`src/rtl/assert_macros.svh`:
```
// Assertion macros used by the RTL core.
`ifndef ASSERT_MACROS_SVH
`define ASSERT_MACROS_SVH
`ifndef ASSERT_OFF
// Holds at every clock edge outside reset.
`define ASSERT_HOLDS(label, clk, rst, expr) \
  label: assert property (@(posedge clk) disable iff (rst) (expr)) \
    else $error("assertion failed");
// Same-cycle implication.
`define ASSERT_IMPL(label, clk, rst, ante, cons) \
  label: assert property (@(posedge clk) disable iff (rst) (ante) |-> (cons)) \
    else $error("assertion failed");
// Next-cycle implication.
`define ASSERT_NEXT(label, clk, rst, ante, cons) \
  label: assert property (@(posedge clk) disable iff (rst) (ante) |=> (cons)) \
    else $error("assertion failed");
`else
`define ASSERT_HOLDS(label, clk, rst, expr)
`define ASSERT_IMPL(label, clk, rst, ante, cons)
`define ASSERT_NEXT(label, clk, rst, ante, cons)
`endif
`endif

```
`src/rtl/mqw_pkg.sv`:
```
// Request and status codes and the result record of the message queue.
package mqw_pkg;

  localparam int CAP_W  = 5;
  localparam int TASK_W = 4;

  localparam logic [CAP_W-1:0] CAP_RESET = 5'd16;

  localparam logic [2:0] REQ_POST_BACK  = 3'd0;
  localparam logic [2:0] REQ_POST_FRONT = 3'd1;
  localparam logic [2:0] REQ_ACCEPT     = 3'd2;
  localparam logic [2:0] REQ_PEND       = 3'd3;
  localparam logic [2:0] REQ_TIMEOUT    = 3'd4;
  localparam logic [2:0] REQ_FLUSH      = 3'd5;

  localparam logic [2:0] ST_OK      = 3'd0;
  localparam logic [2:0] ST_FULL    = 3'd1;
  localparam logic [2:0] ST_EMPTY   = 3'd2;
  localparam logic [2:0] ST_WAITING = 3'd3;
  localparam logic [2:0] ST_TIMEOUT = 3'd4;

  typedef struct packed {
    logic [2:0]        status;
    logic              took;       // msg_out comes from the store read
    logic              wake_valid;
    logic [TASK_W-1:0] wake_task;
    logic [CAP_W-1:0]  msg_count;
    logic [CAP_W-1:0]  slot_count;
  } mqw_res_t;

endpackage

```
`src/rtl/message_queue_with_waiters_core.sv`:
```
// Message queue with waiter bitmap: handshake, storage and control.
//
// Requests enter on in_valid/in_stall with req_type, msg_in and task_id;
// each request gives exactly one response on out_valid/out_stall.
// A request is taken when valid is high and stall is low.
// The response is registered at the accept edge and msg_out comes from the
// synchronous read of the message store at that edge.
// Throughput is one request per cycle while no response is held by out_stall;
// the single ring access per request and the response register set it.
// in_stall is high only while a response waits and out_stall holds it; the
// response and the store read data are held unchanged until taken.
// Reset clears the ring pointers, count and waiter mask and sets capacity
// to 16. Message store contents are not cleared; only posted slots are read.
// A capacity write (cfg_wr_en) empties the queue and clears all waiters;
// write it only while no response is outstanding.
`include "assert_macros.svh"
module message_queue_with_waiters_core
  import mqw_pkg::*;
#(
  parameter int DEPTH     = 16,
  parameter int MAX_TASKS = 16
) (
  input  logic              clk,
  input  logic              rst,
  input  logic              in_valid,
  output logic              in_stall,
  input  logic [2:0]        req_type,
  input  logic [7:0]        msg_in,
  input  logic [TASK_W-1:0] task_id,
  output logic              out_valid,
  input  logic              out_stall,
  output logic [2:0]        status,
  output logic [7:0]        msg_out,
  output logic              wake_valid,
  output logic [TASK_W-1:0] wake_task,
  output logic [CAP_W-1:0]  msg_count,
  output logic [CAP_W-1:0]  slot_count,
  input  logic              cfg_wr_en,
  input  logic [CAP_W-1:0]  cfg_wr_data
);

  localparam int AW = (DEPTH > 1) ? $clog2(DEPTH) : 1;

  logic          accept;
  logic          mem_wr_en, mem_rd_en;
  logic [AW-1:0] mem_wr_idx, mem_rd_idx;
  logic [7:0]    mem_wr_data, rd_data;
  mqw_res_t      res;

  assign in_stall = out_valid & out_stall;
  assign accept   = in_valid & ~in_stall;

  always_ff @(posedge clk) begin
    if (rst) begin
      out_valid <= 1'b0;
    end else if (accept) begin
      out_valid <= 1'b1;
    end else if (!out_stall) begin
      out_valid <= 1'b0;
    end
  end

  mqw_ctrl #(
    .DEPTH     (DEPTH),
    .MAX_TASKS (MAX_TASKS),
    .AW        (AW)
  ) u_ctrl (
    .clk         (clk),
    .rst         (rst),
    .accept      (accept),
    .req_type    (req_type),
    .msg_in      (msg_in),
    .task_id     (task_id),
    .cfg_wr_en   (cfg_wr_en),
    .cfg_wr_data (cfg_wr_data),
    .mem_wr_en   (mem_wr_en),
    .mem_wr_idx  (mem_wr_idx),
    .mem_wr_data (mem_wr_data),
    .mem_rd_en   (mem_rd_en),
    .mem_rd_idx  (mem_rd_idx),
    .res         (res)
  );

  mqw_store #(
    .DEPTH (DEPTH),
    .AW    (AW)
  ) u_store (
    .clk     (clk),
    .wr_en   (mem_wr_en),
    .wr_idx  (mem_wr_idx),
    .wr_data (mem_wr_data),
    .rd_en   (mem_rd_en),
    .rd_idx  (mem_rd_idx),
    .rd_data (rd_data)
  );

  assign status     = res.status;
  assign msg_out    = res.took ? rd_data : 8'd0;
  assign wake_valid = res.wake_valid;
  assign wake_task  = res.wake_task;
  assign msg_count  = res.msg_count;
  assign slot_count = res.slot_count;

  `ASSERT_NEXT(a_accept_gives_resp, clk, rst, accept, out_valid)
  `ASSERT_IMPL(a_count_in_range, clk, rst, out_valid, msg_count <= slot_count)
  `ASSERT_IMPL(a_wake_first_msg, clk, rst, out_valid && wake_valid,
               status == ST_OK && msg_count == CAP_W'(1))
  `ASSERT_IMPL(a_wait_when_empty, clk, rst, out_valid && status == ST_WAITING,
               msg_count == '0 && !res.took)

endmodule

```
`src/rtl/mqw_store.sv`:
```
// Message ring storage: one write port, one registered read port.
module mqw_store
  import mqw_pkg::*;
#(
  parameter int DEPTH = 16,
  parameter int AW    = 4
) (
  input  logic          clk,
  input  logic          wr_en,
  input  logic [AW-1:0] wr_idx,
  input  logic [7:0]    wr_data,
  input  logic          rd_en,
  input  logic [AW-1:0] rd_idx,
  output logic [7:0]    rd_data
);

  logic [7:0] mem [DEPTH];

  always_ff @(posedge clk) begin
    if (wr_en) begin
      mem[wr_idx] <= wr_data;
    end
  end

  always_ff @(posedge clk) begin
    if (rd_en) begin
      rd_data <= mem[rd_idx];
    end
  end

endmodule

```
`src/rtl/mqw_ctrl.sv`:
```
// Queue control: ring pointers, count, waiter mask and result register.
module mqw_ctrl
  import mqw_pkg::*;
#(
  parameter int DEPTH     = 16,
  parameter int MAX_TASKS = 16,
  parameter int AW        = 4
) (
  input  logic              clk,
  input  logic              rst,
  input  logic              accept,
  input  logic [2:0]        req_type,
  input  logic [7:0]        msg_in,
  input  logic [TASK_W-1:0] task_id,
  input  logic              cfg_wr_en,
  input  logic [CAP_W-1:0]  cfg_wr_data,
  output logic              mem_wr_en,
  output logic [AW-1:0]     mem_wr_idx,
  output logic [7:0]        mem_wr_data,
  output logic              mem_rd_en,
  output logic [AW-1:0]     mem_rd_idx,
  output mqw_res_t          res
);

  localparam int PW = (AW > CAP_W) ? AW : CAP_W;

  logic [CAP_W-1:0]     capacity;
  logic [PW-1:0]        read_slot, read_slot_next;
  logic [CAP_W-1:0]     held, held_next;
  logic [MAX_TASKS-1:0] waiters, waiters_next;

  logic [CAP_W-1:0]     cap;
  logic [PW:0]          cap_p, tail_sum, inc_sum;
  logic [PW-1:0]        tail_slot, front_slot, take_slot;
  logic [MAX_TASKS-1:0] task_bit;
  logic [TASK_W-1:0]    low_idx;
  logic                 posting;
  mqw_res_t             res_next;

  // clamp capacity into 1..DEPTH
  always_comb begin
    if (capacity == '0) begin
      cap = CAP_W'(1);
    end else if ({4'd0, capacity} > 9'(DEPTH)) begin
      cap = CAP_W'(DEPTH);
    end else begin
      cap = capacity;
    end
  end

  assign cap_p    = (PW+1)'(cap);
  assign tail_sum = {1'b0, read_slot} + (PW+1)'(held);
  assign inc_sum  = {1'b0, read_slot} + (PW+1)'(1);
  assign tail_slot  = (tail_sum >= cap_p) ? PW'(tail_sum - cap_p) : tail_sum[PW-1:0];
  assign front_slot = (read_slot == '0) ? PW'(cap) - PW'(1) : read_slot - PW'(1);
  assign take_slot  = (inc_sum >= cap_p) ? '0 : inc_sum[PW-1:0];

  always_comb begin
    for (int i = 0; i < MAX_TASKS; i++) begin
      task_bit[i] = (task_id == TASK_W'(i));
    end
  end

  // lowest waiting task
  always_comb begin
    low_idx = '0;
    for (int i = MAX_TASKS - 1; i >= 0; i--) begin
      if (waiters[i]) begin
        low_idx = TASK_W'(i);
      end
    end
  end

  assign posting = (req_type == REQ_POST_BACK) || (req_type == REQ_POST_FRONT);

  always_comb begin
    read_slot_next      = read_slot;
    held_next           = held;
    waiters_next        = waiters;
    res_next.status     = ST_OK;
    res_next.took       = 1'b0;
    res_next.wake_valid = 1'b0;
    res_next.wake_task  = '0;
    mem_wr_en           = 1'b0;
    mem_wr_idx          = tail_slot[AW-1:0];
    mem_wr_data         = msg_in;
    mem_rd_idx          = read_slot[AW-1:0];
    unique case (req_type)
      REQ_POST_BACK, REQ_POST_FRONT: begin
        if (held >= cap) begin
          res_next.status = ST_FULL;
        end else begin
          mem_wr_en = 1'b1;
          if (req_type == REQ_POST_FRONT) begin
            read_slot_next = front_slot;
            mem_wr_idx     = front_slot[AW-1:0];
          end
          held_next = held + CAP_W'(1);
          if (held == '0 && waiters != '0) begin
            res_next.wake_valid = 1'b1;
            res_next.wake_task  = low_idx;
            waiters_next = waiters & ~(MAX_TASKS'(1) << low_idx);
          end
        end
      end
      REQ_ACCEPT: begin
        if (held == '0) begin
          res_next.status = ST_EMPTY;
        end else begin
          res_next.took  = 1'b1;
          read_slot_next = take_slot;
          held_next      = held - CAP_W'(1);
        end
      end
      REQ_PEND: begin
        if (held == '0) begin
          waiters_next    = waiters | task_bit;
          res_next.status = ST_WAITING;
        end else begin
          waiters_next   = waiters & ~task_bit;
          res_next.took  = 1'b1;
          read_slot_next = take_slot;
          held_next      = held - CAP_W'(1);
        end
      end
      REQ_TIMEOUT: begin
        waiters_next = waiters & ~task_bit;
        if (held == '0) begin
          res_next.status = ST_TIMEOUT;
        end else begin
          res_next.took  = 1'b1;
          read_slot_next = take_slot;
          held_next      = held - CAP_W'(1);
        end
      end
      REQ_FLUSH: begin
        held_next      = '0;
        read_slot_next = '0;
      end
      default: begin
      end
    endcase
    res_next.msg_count  = held_next;
    res_next.slot_count = cap;
    mem_wr_en = mem_wr_en & accept & posting;
    mem_rd_en = accept & res_next.took;
  end

  always_ff @(posedge clk) begin
    if (rst) begin
      capacity  <= CAP_RESET;
      read_slot <= '0;
      held      <= '0;
      waiters   <= '0;
    end else if (cfg_wr_en) begin
      capacity  <= cfg_wr_data;
      read_slot <= '0;
      held      <= '0;
      waiters   <= '0;
    end else if (accept) begin
      read_slot <= read_slot_next;
      held      <= held_next;
      waiters   <= waiters_next;
    end
  end

  always_ff @(posedge clk) begin
    if (accept) begin
      res <= res_next;
    end
  end

endmodule

```
`config.mk`:
```
export PLATFORM = sky130hd
export DESIGN_NAME = message_queue_with_waiters_core
export DESIGN_NICKNAME = d
export VERILOG_FILES = /design/src/rtl/mqw_pkg.sv /design/src/rtl/message_queue_with_waiters_core.sv /design/src/rtl/mqw_store.sv /design/src/rtl/mqw_ctrl.sv
export VERILOG_INCLUDE_DIRS = /design/src /design/src/rtl
export SDC_FILE = /design/constraint.sdc
export NUM_CORES = 1
export LEC_CHECK = 0
export BUFFER_PORTS_ARGS = -buffer_cell sky130_fd_sc_hd__buf_2
export CORE_MARGIN = 4
export CORE_UTILIZATION = 47
export CTS_CLUSTER_DIAMETER = 120
export DETAILED_ROUTE_END_ITERATION = 10
export HOLD_SLACK_MARGIN = 0.03
export SLEW_MARGIN = 5
export SYNTH_ARGS = -nofsm -noshare
export SYNTH_HDL_FRONTEND = slang
export SYNTH_SLANG_ARGS = --single-unit
```
`constraint.sdc`:
```
create_clock -name clk -period 4.9 [get_ports clk]
set_input_delay 0 -clock clk [delete_from_list [all_inputs] [get_ports clk]]
set_output_delay 0 -clock clk [all_outputs]
set_load 0.01 [all_outputs]
```
==> impl_metrics.yaml, run 1 <==
grt:
  grt_antenna_before_repair: 0
  grt_overflow: 0
  gr-usage-all-layers_pct: 20.22
  grt_pass1_wl_mm: 34.11
  grt_pass1_vias: 5968
  grt_max_degree: 41
synthesis:
  synth-simple-area-share_pct: 10.94
  async_reset_ff_share_pct: 0
  yosysSeqAreaShare_pct: 57.59
  synth_fa_ha_area_share_pct: 3.838
  synthXorXnorAreaFrac_pct: 0.9526
  yosys.area.top_type_share_pct: 50.63
  synth_edf_count: 155
  yosys_most_used_dff: "edfxtp_1"
  ys_seq_elements: 187
  syn-instance-count: 691
  synth.area.top_cells: "edfxtp_1, mux4_2, dfxtp_1, ha_1, nor2_1"
  yosys_warnings: 0
  synthesis.nets: 743
  ys_types: 68
  synth_top_family_by_area: "multiplexers"
  yosysTopAreaCell: "edfxtp_1"
  synth.avg_cell_area_sq_um: 13.31
  synth_area_sq_um: 9194
  synth_mux_area_share_pct: 11.51
  synth_compound_area_share_pct: 11.49
floorplanning:
  die_w_microns: 147.9
  coreArea_sq_um: 18960
  rows: 50
  initial_core_util_pct: 48.50
  die_height_microns: 147.9
  dieArea_sq_um: 21860
  ios: 53
run_status:
  status: "finished clean"
placed_design:
  port-buffer-count: 52
  dp_slack_ns: 0.3635
  hpwl_mm: 14.86
  routabilityCongestion: 0.9298
critical_path:
  reg2reg_slack_ns: 0.39
  rr_endpoint: "u_store.mem[2][5]$_DFFE_PP_"
  crit_path_start_kind: "register"
  crit_type: "register to register"
  rr_worst_depth: 11
  crit_arrival_ns: 4.57
  cp-end-kind: "register"
  crit_fanout: 9
  worst_ep_required_time_ns: 4.96
  rr_startpoint: "u_ctrl.held[0]$_SDFFE_PP0P_"
sta:
  min_period_ns: 4.510
  fin_crit_sh_pct: 92.04
  worst_slack_ns: 0.3902
  tightest_slew_ns: 0.8861
  skew_ns: 0.01152
  relSlewSlack_pct: 40.77
  timing.fmax_mhz: 221.7
  rsz0062_at_grt: "yes"
  maxSlewViolCount: 0
  finalHoldViolCount: 0
  setup_viol: 0
hold_path:
  hp-start: "task_id[2]"
  hold_depth: 4
  hold_path_class: "input pin to register"
  whs_endpoint: "u_ctrl.waiters[7]$_SDFFE_PP0P_"
power_and_ir_drop:
  p_leak_nw: 3.719
  ir_drop_mv: 0.2388
  fin_total_pwr_mw: 3.439
  power_density_nw_per_um2: 325.1
drt:
  via_count: 6130
  via_per_inst: 5.889
  drt-total-wl_mm: 21.39
  drc_errors: 0
  wl_per_cell_microns: 20.55
  ant_nets: 0
  first_iter_violations: 598
  dr.pass1.iters: 5
clocking:
  cts_sinks: 187
  cts_buffers: 17
  cts_setup_buffers: 0
  clk_latency_ns: 0.44
  cts_tree: "done"
  path_clk_slew_ns: 0.07
  root_buffer: "clkbuf_16"
  htree_levels: 4
  clockBufferDepth: 2
flow_run:
  drv_cap: 0
finish:
  drive_above_1_share_pct: 21.38
  finalNetCount: 820
  area_growth_pct: 15.07
  nFillCells: 1550
  diodes: 0
-- what timing repair did --
action	in CTS	in global routing
resized for setup	0	0
hold buffers	26	0
hold endpoints to repair	138	0
endpoints found under the setup margin	0	8
-- cells by family (layout without fill, tap and decap cells) --
kind of cell    Yosys count  in the layout
compound gates          149            149
flops                   187            187
xor+xnor                 10             10
simple gates            191            191
buf+inv                  72            162
mux                      55             55
fa+ha+maj                27             27
-- how the worst max path moves through the flow --
stage / from / endpoint / slack (ns) / cells after the start
after floorplan: u_ctrl.read_slot[1]$_SDFFE_PP0P_ / u_store.mem[2][0]$_DFFE_PP_ / 0.39 / 11
after global placement: u_ctrl.held[0]$_SDFFE_PP0P_ / u_store.mem[6][6]$_DFFE_PP_ / 0.55 / 11
after detailed placement: u_ctrl.held[0]$_SDFFE_PP0P_ / u_store.mem[6][5]$_DFFE_PP_ / 0.36 / 11
after CTS: u_ctrl.held[0]$_SDFFE_PP0P_ / u_store.mem[2][0]$_DFFE_PP_ / 0.35 / 11
after global routing: u_ctrl.held[0]$_SDFFE_PP0P_ / u_store.mem[2][0]$_DFFE_PP_ / -0.02 / 11
final: u_ctrl.held[0]$_SDFFE_PP0P_ / u_store.mem[2][5]$_DFFE_PP_ / 0.39 / 11
-- layer usage --
metal  global-route usage, %  part of all wire [%]
met5                       0                     0
met4                   5.589                   1.4
met3                   3.893                   6.2
met2                   30.42                    46
met1                   30.31                    47
-- through the flow --
stage	hold WS [ns]	TNS, ns	instances	util (%)	cell area, sq um
after floorplan	0.09887	0	691	-	9194
after global placement	0.2205	0	983	51.44	9751
after detailed placement	0.2289	0	983	51.44	9751
after CTS	0.03660	0	1041	55.81	10580
after global routing	0.09075	-0.1362	1041	55.81	10580
final	0.05388	0	1041	55.81	10580
-- cell usage in the layout, fill, tap and decap left out, types with 3 or more instances in the layout --
cell type,synthesis,routed
a211o_1,4,4
a211oi_1,10,10
a21o_1,10,10
a21oi_1,29,29
a31oi_1,8,8
and2_1,11,11
and3_1,6,6
buf_2,3,52
buf_4,17,25
clkbuf_16,0,17
clkinv_4,0,3
dfxtp_1,32,31
dlygate4sd3_1,0,26
edfxtp_1,155,155
ha_1,25,25
inv_1,26,26
inv_6,0,3
mux2i_1,12,12
mux4_2,40,40
nand2_1,37,37
nand2b_1,15,15
nand3_1,16,16
nand4_1,4,4
nor2_1,41,41
nor2b_1,8,8
nor3_1,17,17
nor4_1,16,14
nor4b_2,4,5
o211ai_1,5,5
o21a_1,7,7
o21ai_0,28,28
o31a_1,4,4
o31ai_1,6,6
o32ai_1,3,3
or3_1,7,7
xnor2_1,8,8
-- layout make-up --
| cell class | instances | area, sq um | area share (%) |
|---|---|---|---|
| flip-flops and latches | 187 | 5296 | 50.07 |
| well taps | 260 | 325.3 | 3.075 |
| multi-input cells | 432 | 3580 | 33.84 |
| repair buffers | 103 | 708.2 | 6.694 |
| clock inverters | 11 | 107.6 | 1.017 |
| clock buffers | 21 | 460.4 | 4.352 |
| inverters | 27 | 101.3 | 0.9580 |
-- synthesized netlist by cell type (all sizes together), types with 6 or more instances --
master	instances
inv	27
o31ai	6
buf	26
dfxtp	32
edfxtp	155
nand2	37
xnor2	8
nor2b	8
a31oi	8
nor4	16
a21oi	29
o21ai	31
mux2i	12
and2	11
and3	6
a211oi	11
nor3	17
or3	7
mux4	40
nand2b	15
nor4b	6
ha	25
nand3	16
o21a	7
a21o	10
clkbuf	19
nor2	41
-- state kept, by name (all words and copies together) (netlist names) --
name              flops
u_store.mem         128
out_valid             1
u_ctrl.res           19
u_ctrl.held           5
u_store.rd_data       8
u_ctrl.waiters       16
u_ctrl.read_slot      5
u_ctrl.capacity       5
-- worst max-delay path, stage by stage, from the launching register on --
cell and delay, ns:
dfxtp_1 0.46, ha_1 0.25, inv_1 0.07, fa_1 0.59
inv_1 0.10, ha_1 0.29, a21boi_0 0.16, o21ai_0 0.17
a2111oi_4 0.66, mux2i_1 0.30, mux2i_1 0.25, nor4b_2 0.84
-- power breakdown --
group | total [mW] | switching (mW) | internal (mW) | leakage [nW]
clock network | 1.32 | 0.625 | 0.694 | 0.274
logic | 0.361 | 0.216 | 0.145 | 1.77
registers | 1.76 | 0.0128 | 1.75 | 1.67
total | 3.44 | 0.854 | 2.58 | 3.72
(Power assumes the default switching activity.)
==> run 2: changes to the inputs <==
==> constraint.sdc (replaced) <==
create_clock -name clk -period 5.62 [get_ports clk]
set_input_delay 0 -clock clk [delete_from_list [all_inputs] [get_ports clk]]
set_output_delay 0 -clock clk [all_outputs]
set_load 0.01 [all_outputs]
==> run 2 against run 1 <==
Setup slack improved by 0.50 ns. Sequential cell count stayed put. First-iteration DRC count up 23%. Final area is 0.84% lower. Non-clock buffer count is 10 lower. Critical path type unchanged. Register-to-register slack better by 0.50 ns. Count of clock-buffer cells in the layout is 3 lower. Die area unchanged. Core utilization fell by 0.47 points. Global-route usage increased by 0.38 points. Power fell by 13%.
==> impl_metrics.yaml, run 2 (synthesized netlist as in run 1, its figures left out) <==
sta:
  setup_viol: 0
  finalHoldViolCount: 0
  min_period_ns: 4.733
  relSlewSlack_pct: 24.44
  tightest_slew_ns: 1.133
  worst_slack_ns: 0.8870
  fin_crit_sh_pct: 84.22
  setup-tns-final_ns: 0
  rsz0062_at_grt: "no"
  timing.fmax_mhz: 211.3
  maxSlewViolCount: 0
  skew_ns: 0.01192
clocking:
  cts_setup_buffers: 0
  cts_buffers: 17
  root_buffer: "clkbuf_16"
  clockBufferDepth: 2
  cts_tree: "done"
  cts_sinks: 187
  clk_latency_ns: 0.43
  path_clk_slew_ns: 0.07
  htree_levels: 4
critical_path:
  crit_arrival_ns: 4.78
  cpMaxStageDelayCell: "nor4b_2"
  rr_endpoint: "u_store.mem[6][3]$_DFFE_PP_"
  crit_path_start_kind: "register"
  reg2reg_slack_ns: 0.89
  worst_ep_required_time_ns: 5.67
  max_stage_delay_ns: 0.93
  rr_worst_depth: 10
  crit_type: "register to register"
  crit_fanout: 17
  rr_startpoint: "u_ctrl.read_slot[3]$_SDFFE_PP0P_"
  path_cells: "ha_1 > a211oi_1 > nor2_1 > ha_1 > a21oi_1 > o21ai_0 > a2111oi_4 > mux2i_1 > mux2i_1 > nor4b_2"
  cp-end-kind: "register"
finish:
  area_growth_pct: 14.10
  layout_commonest_cell: "edfxtp_1"
  top_regs: "u_store.mem (128), u_ctrl.res (19), u_ctrl.waiters (16)"
  fin_area_sq_um: 10490
  regMostFlops: "u_store.mem"
  most-common-layout-cells: "edfxtp_1, buf_2, nor2_1"
  diodes: 0
  finalNetCount: 810
  largest_reg_flops: 128
  drive_above_1_share_pct: 20.62
drt:
  via_per_inst: 6.072
  dr.pass1.iters: 7
  first_iter_violations: 733
  drc_errors: 0
  wl_per_cell_microns: 21.46
  drt-total-wl_mm: 22.12
  ant_nets: 0
  via_count: 6260
placed_design:
  dp_slack_ns: 0.9509
  hpwl_mm: 15.31
  port-buffer-count: 52
  routabilityCongestion: 0.9332
  placedInstanceArea_sq_um: 9676
floorplanning:
  die_w_microns: 147.9
  die_height_microns: 147.9
  rows: 50
  ios: 53
  initial_core_util_pct: 48.50
  coreArea_sq_um: 18960
  dieArea_sq_um: 21860
grt:
  grt_antenna_before_repair: 0
  grt_pass1_vias: 5990
  grt_overflow: 0
  grt_pass1_wl_mm: 34.37
  grt_max_degree: 41
  gr-usage-all-layers_pct: 20.60
hold_path:
  whs_endpoint: "u_ctrl.waiters[7]$_SDFFE_PP0P_"
  hold_depth: 4
  hold_path_class: "input pin to register"
  hp-start: "task_id[2]"
run_status:
  status: "finished clean"
flow_run:
  drv_cap: 0
power_and_ir_drop:
  ir_drop_mv: 0.2387
  p_leak_nw: 3.660
  power_density_nw_per_um2: 283.9
## run 2: cell count changes in the layout (fill, tap and decap cells not counted), sizes merged
cell / before / now
clkinv: 6 / 3
inv: 31 / 35
clkbuf: 21 / 18
buf: 77 / 67
clkinvlp: 1 / 3
## run 2: final cells by class
type / count / area, sq um
clock buffer: 18 / 429.2
clock inverter: 14 / 125.1
fill: 1538 / 8466
inverter: 27 / 101.3
multi-input combinational: 432 / 3580
sequential: 187 / 5296
tap: 260 / 325.3
timing repair buffer: 93 / 633.1
## run 2: metal layers
layer	track usage, %	vias to the layer above	share of wire, %
met5	0	-	0
met4	5.081	0	0.98
met3	4.047	17	7.1
met2	30.99	281	46
met1	31.13	3134	46
li1	-	2828	-
## run 2: worst max-delay path by stage
stage / to / depth (start not counted) / from
after global placement: u_store.mem[6][3]$_DFFE_PP_ / 10 / u_ctrl.read_slot[3]$_SDFFE_PP0P_
final: u_store.mem[6][3]$_DFFE_PP_ / 10 / u_ctrl.read_slot[3]$_SDFFE_PP0P_
after floorplan: u_store.mem[2][0]$_DFFE_PP_ / 11 / u_ctrl.read_slot[1]$_SDFFE_PP0P_
after detailed placement: u_store.mem[6][5]$_DFFE_PP_ / 10 / u_ctrl.read_slot[3]$_SDFFE_PP0P_
after CTS: u_store.mem[6][1]$_DFFE_PP_ / 10 / u_ctrl.read_slot[3]$_SDFFE_PP0P_
after global routing: u_store.mem[6][1]$_DFFE_PP_ / 10 / u_ctrl.read_slot[3]$_SDFFE_PP0P_
## run 2: per-stage QoR
stage	utilization (%)	hold slack, ns	power [mW]	cells
after CTS	55.34	0.03700	2.997	1031
after floorplan	-	0.09887	1.768	691
after global routing	55.34	0.09249	3.099	1031
after global placement	51.04	0.2189	1.856	973
final	55.34	0.05031	2.978	1031
after detailed placement	51.04	0.2247	1.861	973
## run 2: report_power, final
| group | total (mW) | switching, mW | internal [mW] |
|---|---|---|---|
| registers | 1.53 | 0.0124 | 1.52 |
| logic | 0.315 | 0.193 | 0.122 |
| clock network | 1.13 | 0.545 | 0.584 |
| total | 2.98 | 0.750 | 2.23 |
## run 2: timing repair
item                      4_1_cts  5_1_grt
resized for setup               0        0
hold endpoints to repair      128        0
hold buffers                   26        0
## run 2: critical path: cells and delay by family (launching register included)
kind / cells / cell delay [ns]
multiplexers: 2 / 0.60
adder cells (fa/ha/maj): 2 / 0.70
flip-flops: 1 / 0.82
AND/OR/NAND/NOR: 2 / 1.02
AO/OA/AOI/OAI: 4 / 1.20
==> run 3: changes to the inputs <==
--- a/config.mk
+++ b/config.mk
@@ -6,6 +6,7 @@
 export SDC_FILE = /design/constraint.sdc
 export NUM_CORES = 1
 export LEC_CHECK = 0
+export ABC_AREA = 1
 export BUFFER_PORTS_ARGS = -buffer_cell sky130_fd_sc_hd__buf_2
 export CORE_MARGIN = 4
 export CORE_UTILIZATION = 47
==> constraint.sdc (replaced) <==
create_clock -name clk -period 4.6 [get_ports clk]
set_input_delay 0 -clock clk [delete_from_list [all_inputs] [get_ports clk]]
set_output_delay 0 -clock clk [all_outputs]
set_load 0.01 [all_outputs]
==> run 3 against run 2 <==
Area after synthesis grew 0.31%. Largest power group unchanged. Power is 28% higher. Core utilization is 0.69 points lower. Die area is 0.30% higher. Synthesized cell count grew 40%. Cell count rose by 25%. Final area fell by 0.92%.
==> impl_metrics.yaml, run 3 <==
run_status:
  status: "finished clean"
placed_design:
  hpwl_mm: 14.88
  port-buffer-count: 52
  routabilityCongestion: 0.8766
  placed_cells: 1238
finish:
  most-common-layout-cells: "edfxtp_1, nor2_1, nand2_1"
  diodes: 0
  largest_reg_flops: 128
  top_regs: "u_store.mem (128), u_ctrl.res (19), u_ctrl.waiters (16)"
  area_growth_pct: 12.70
  regMostFlops: "u_store.mem"
  finalNetCount: 1071
  drive_above_1_share_pct: 10.76
  fin_cells: 1292
  fin_util_pct: 54.65
  nFillCells: 1770
  layout_commonest_cell: "edfxtp_1"
drt:
  wl_met3_mm: 1.139
  met1Wirelength_mm: 10.09
  met2RoutedLength_mm: 10.80
  via_count: 6997
  ant_nets: 0
  drt-total-wl_mm: 22.38
  highest_layer: "met4"
  wl_per_cell_microns: 17.32
  dr.pass1.iters: 5
  first_iter_violations: 654
  via_per_inst: 5.416
  drc_errors: 0
synthesis:
  yosys_warnings: 0
  synth_edf_count: 155
  synth_area_sq_um: 9223
  synthesis.nets: 1022
  syn-instance-count: 970
  synth.area.top_cells: "edfxtp_1, dfxtp_1, nor2_1, o21ai_0, nand2_1"
  synth.most_common_cell: "edfxtp_1"
  ys_types: 42
  yosysTopAreaCell: "edfxtp_1"
  synth.avg_cell_area_sq_um: 9.508
  yosys.area.top_type_share_pct: 50.47
  yosys_most_used_dff: "edfxtp_1"
  netlist_top_cells_count: "edfxtp_1, nor2_1, nand2_1"
  async_reset_ff_share_pct: 0
  yosysSeqAreaShare_pct: 57.41
  ys_seq_elements: 187
critical_path:
  crit_path_start_kind: "register"
  max_stage_delay_ns: 0.65
  cpMaxStageDelayCell: "nor2_1"
  critPathTopFamily: "simple AND/OR/NAND/NOR gates"
  path_common_cell: "inv_1"
  worst_ep_required_time_ns: 4.66
  crit_arrival_ns: 4.04
  path_buf_inv: 4
  cp-end-kind: "register"
  path_cells: "ha_1 > a21oi_1 > xor2_1 > inv_1 > ha_1 > inv_1 > a31oi_1 > o21ai_0 > nand3_2 > inv_1 > nand2_1 > o21ai_0 > inv_1 > o21ai_2 > nand2_1 > nor2_1"
  crit_type: "register to register"
  crit_fanout: 12
clocking:
  postCtsHoldBufs: 22
  cts_sinks: 187
  root_buffer: "clkbuf_16"
  clk_latency_ns: 0.43
  cts_tree: "done"
  clockBufferDepth: 2
  htree_levels: 4
  cts_setup_buffers: 0
  cts_buffers: 17
  path_clk_slew_ns: 0.08
  ctsResizeCount: 0
floorplanning:
  rows: 50
  die_w_microns: 148.1
  coreArea_sq_um: 19020
  die_height_microns: 148.1
  initial_core_util_pct: 48.49
  ios: 53
  dieArea_sq_um: 21930
grt:
  grt_overflow: 0
  grt_antenna_before_repair: 0
  grt_pass1_wl_mm: 35.51
  grt_max_degree: 69
  grt_pass1_vias: 6515
  gr-usage-all-layers_pct: 20.68
sta:
  min_period_ns: 3.976
  setup-tns-final_ns: 0
  setup_viol: 0
  maxSlewViolCount: 0
  relSlewSlack_pct: 39.81
  fin_crit_sh_pct: 86.44
  tightest_slew_ns: 0.9019
  rsz0062_at_grt: "no"
  timing.fmax_mhz: 251.5
  skew_ns: 0.01066
  finalHoldViolCount: 0
power_and_ir_drop:
  p_leak_nw: 4.158
  power_density_nw_per_um2: 368.0
  ir_drop_mv: 0.3115
  fin_total_pwr_mw: 3.825
flow_run:
  drv_cap: 0
hold_path:
  hold_path_class: "input pin to register"
==> run 3: cell types whose count changed in the layout (fill, tap and decap cells not counted), sizes merged, moves of 19 or more <==
cell,delta
nand2,+99
o21ai,+86
a21oi,+22
nand3,+34
nor2,+102
o22ai,+19
inv,+78
mux4,-40
==> run 3: through the flow <==
stage               hold slack, ns  worst slack (ns)  cell area, sq um
floorplan                  0.06907            0.9544              9223
global placement            0.2159            0.7837              9608
detailed placement          0.2189            0.6989              9608
CTS                        0.04074            0.6784             10390
global route               0.05553            0.2615             10390
finish                     0.04266            0.6238             10390
==> run 3: cell families after synthesis <==
kind of cell             Yosys count  synth area share (%)
AO/OA/AOI/OAI                    226                 14.06
XOR/XNOR                          12                 1.140
adder cells (fa/ha/maj)           27                 3.826
buffers and inverters            160                 7.285
flip-flops                       187                 57.41
AND/OR/NAND/NOR                  358                 16.28
==> run 3: worst register-to-register path: cells and delay by family (launching register included) <==
family	cells	cell delay (ns)
simple gates	4	1.02
compound gates	5	0.71
fa+ha+maj	2	0.67
flops	1	0.62
buf+inv	4	0.33
xor+xnor	1	0.25
==> run 3: cell type report <==
class / instances / area (sq um) / share of cell area [%]
clock buffer: 19 / 432.9 / 4.165
clock inverter: 13 / 132.6 / 1.276
inverter: 108 / 405.4 / 3.900
multi-input combinational: 623 / 3261 / 31.37
sequential: 187 / 5296 / 50.96
tap: 260 / 325.3 / 3.130
timing repair buffer: 82 / 540.5 / 5.200
==> run 3: report_power, final <==
part           internal (mW)  switching [mW]
combinational          0.162           0.363
sequential              1.87          0.0194
clock                  0.719           0.688
total                   2.75            1.07
==> run 3: per-layer routing <==
layer	global-route usage [%]	vias up
met2	34.30	206
met3	3.991	26
li1	-	3453
met5	0	-
met4	4.804	0
met1	28.39	3312
==> run 3: path summary, 6_finish.rpt <==
path	start	endpoint	slack, ns	cells after the start
worst max-delay path	u_ctrl.read_slot[2]$_SDFFE_PP0P_	u_store.mem[3][0]$_DFFE_PP_	0.62	16
worst min-delay path	cfg_wr_en	u_ctrl.waiters[3]$_SDFFE_PP0P_	0.04	4
worst max register to register	u_ctrl.read_slot[2]$_SDFFE_PP0P_	u_store.mem[3][0]$_DFFE_PP_	0.62	16
worst min register to register	u_ctrl.waiters[14]$_SDFFE_PP0P_	u_ctrl.waiters[14]$_SDFFE_PP0P_	0.48	2
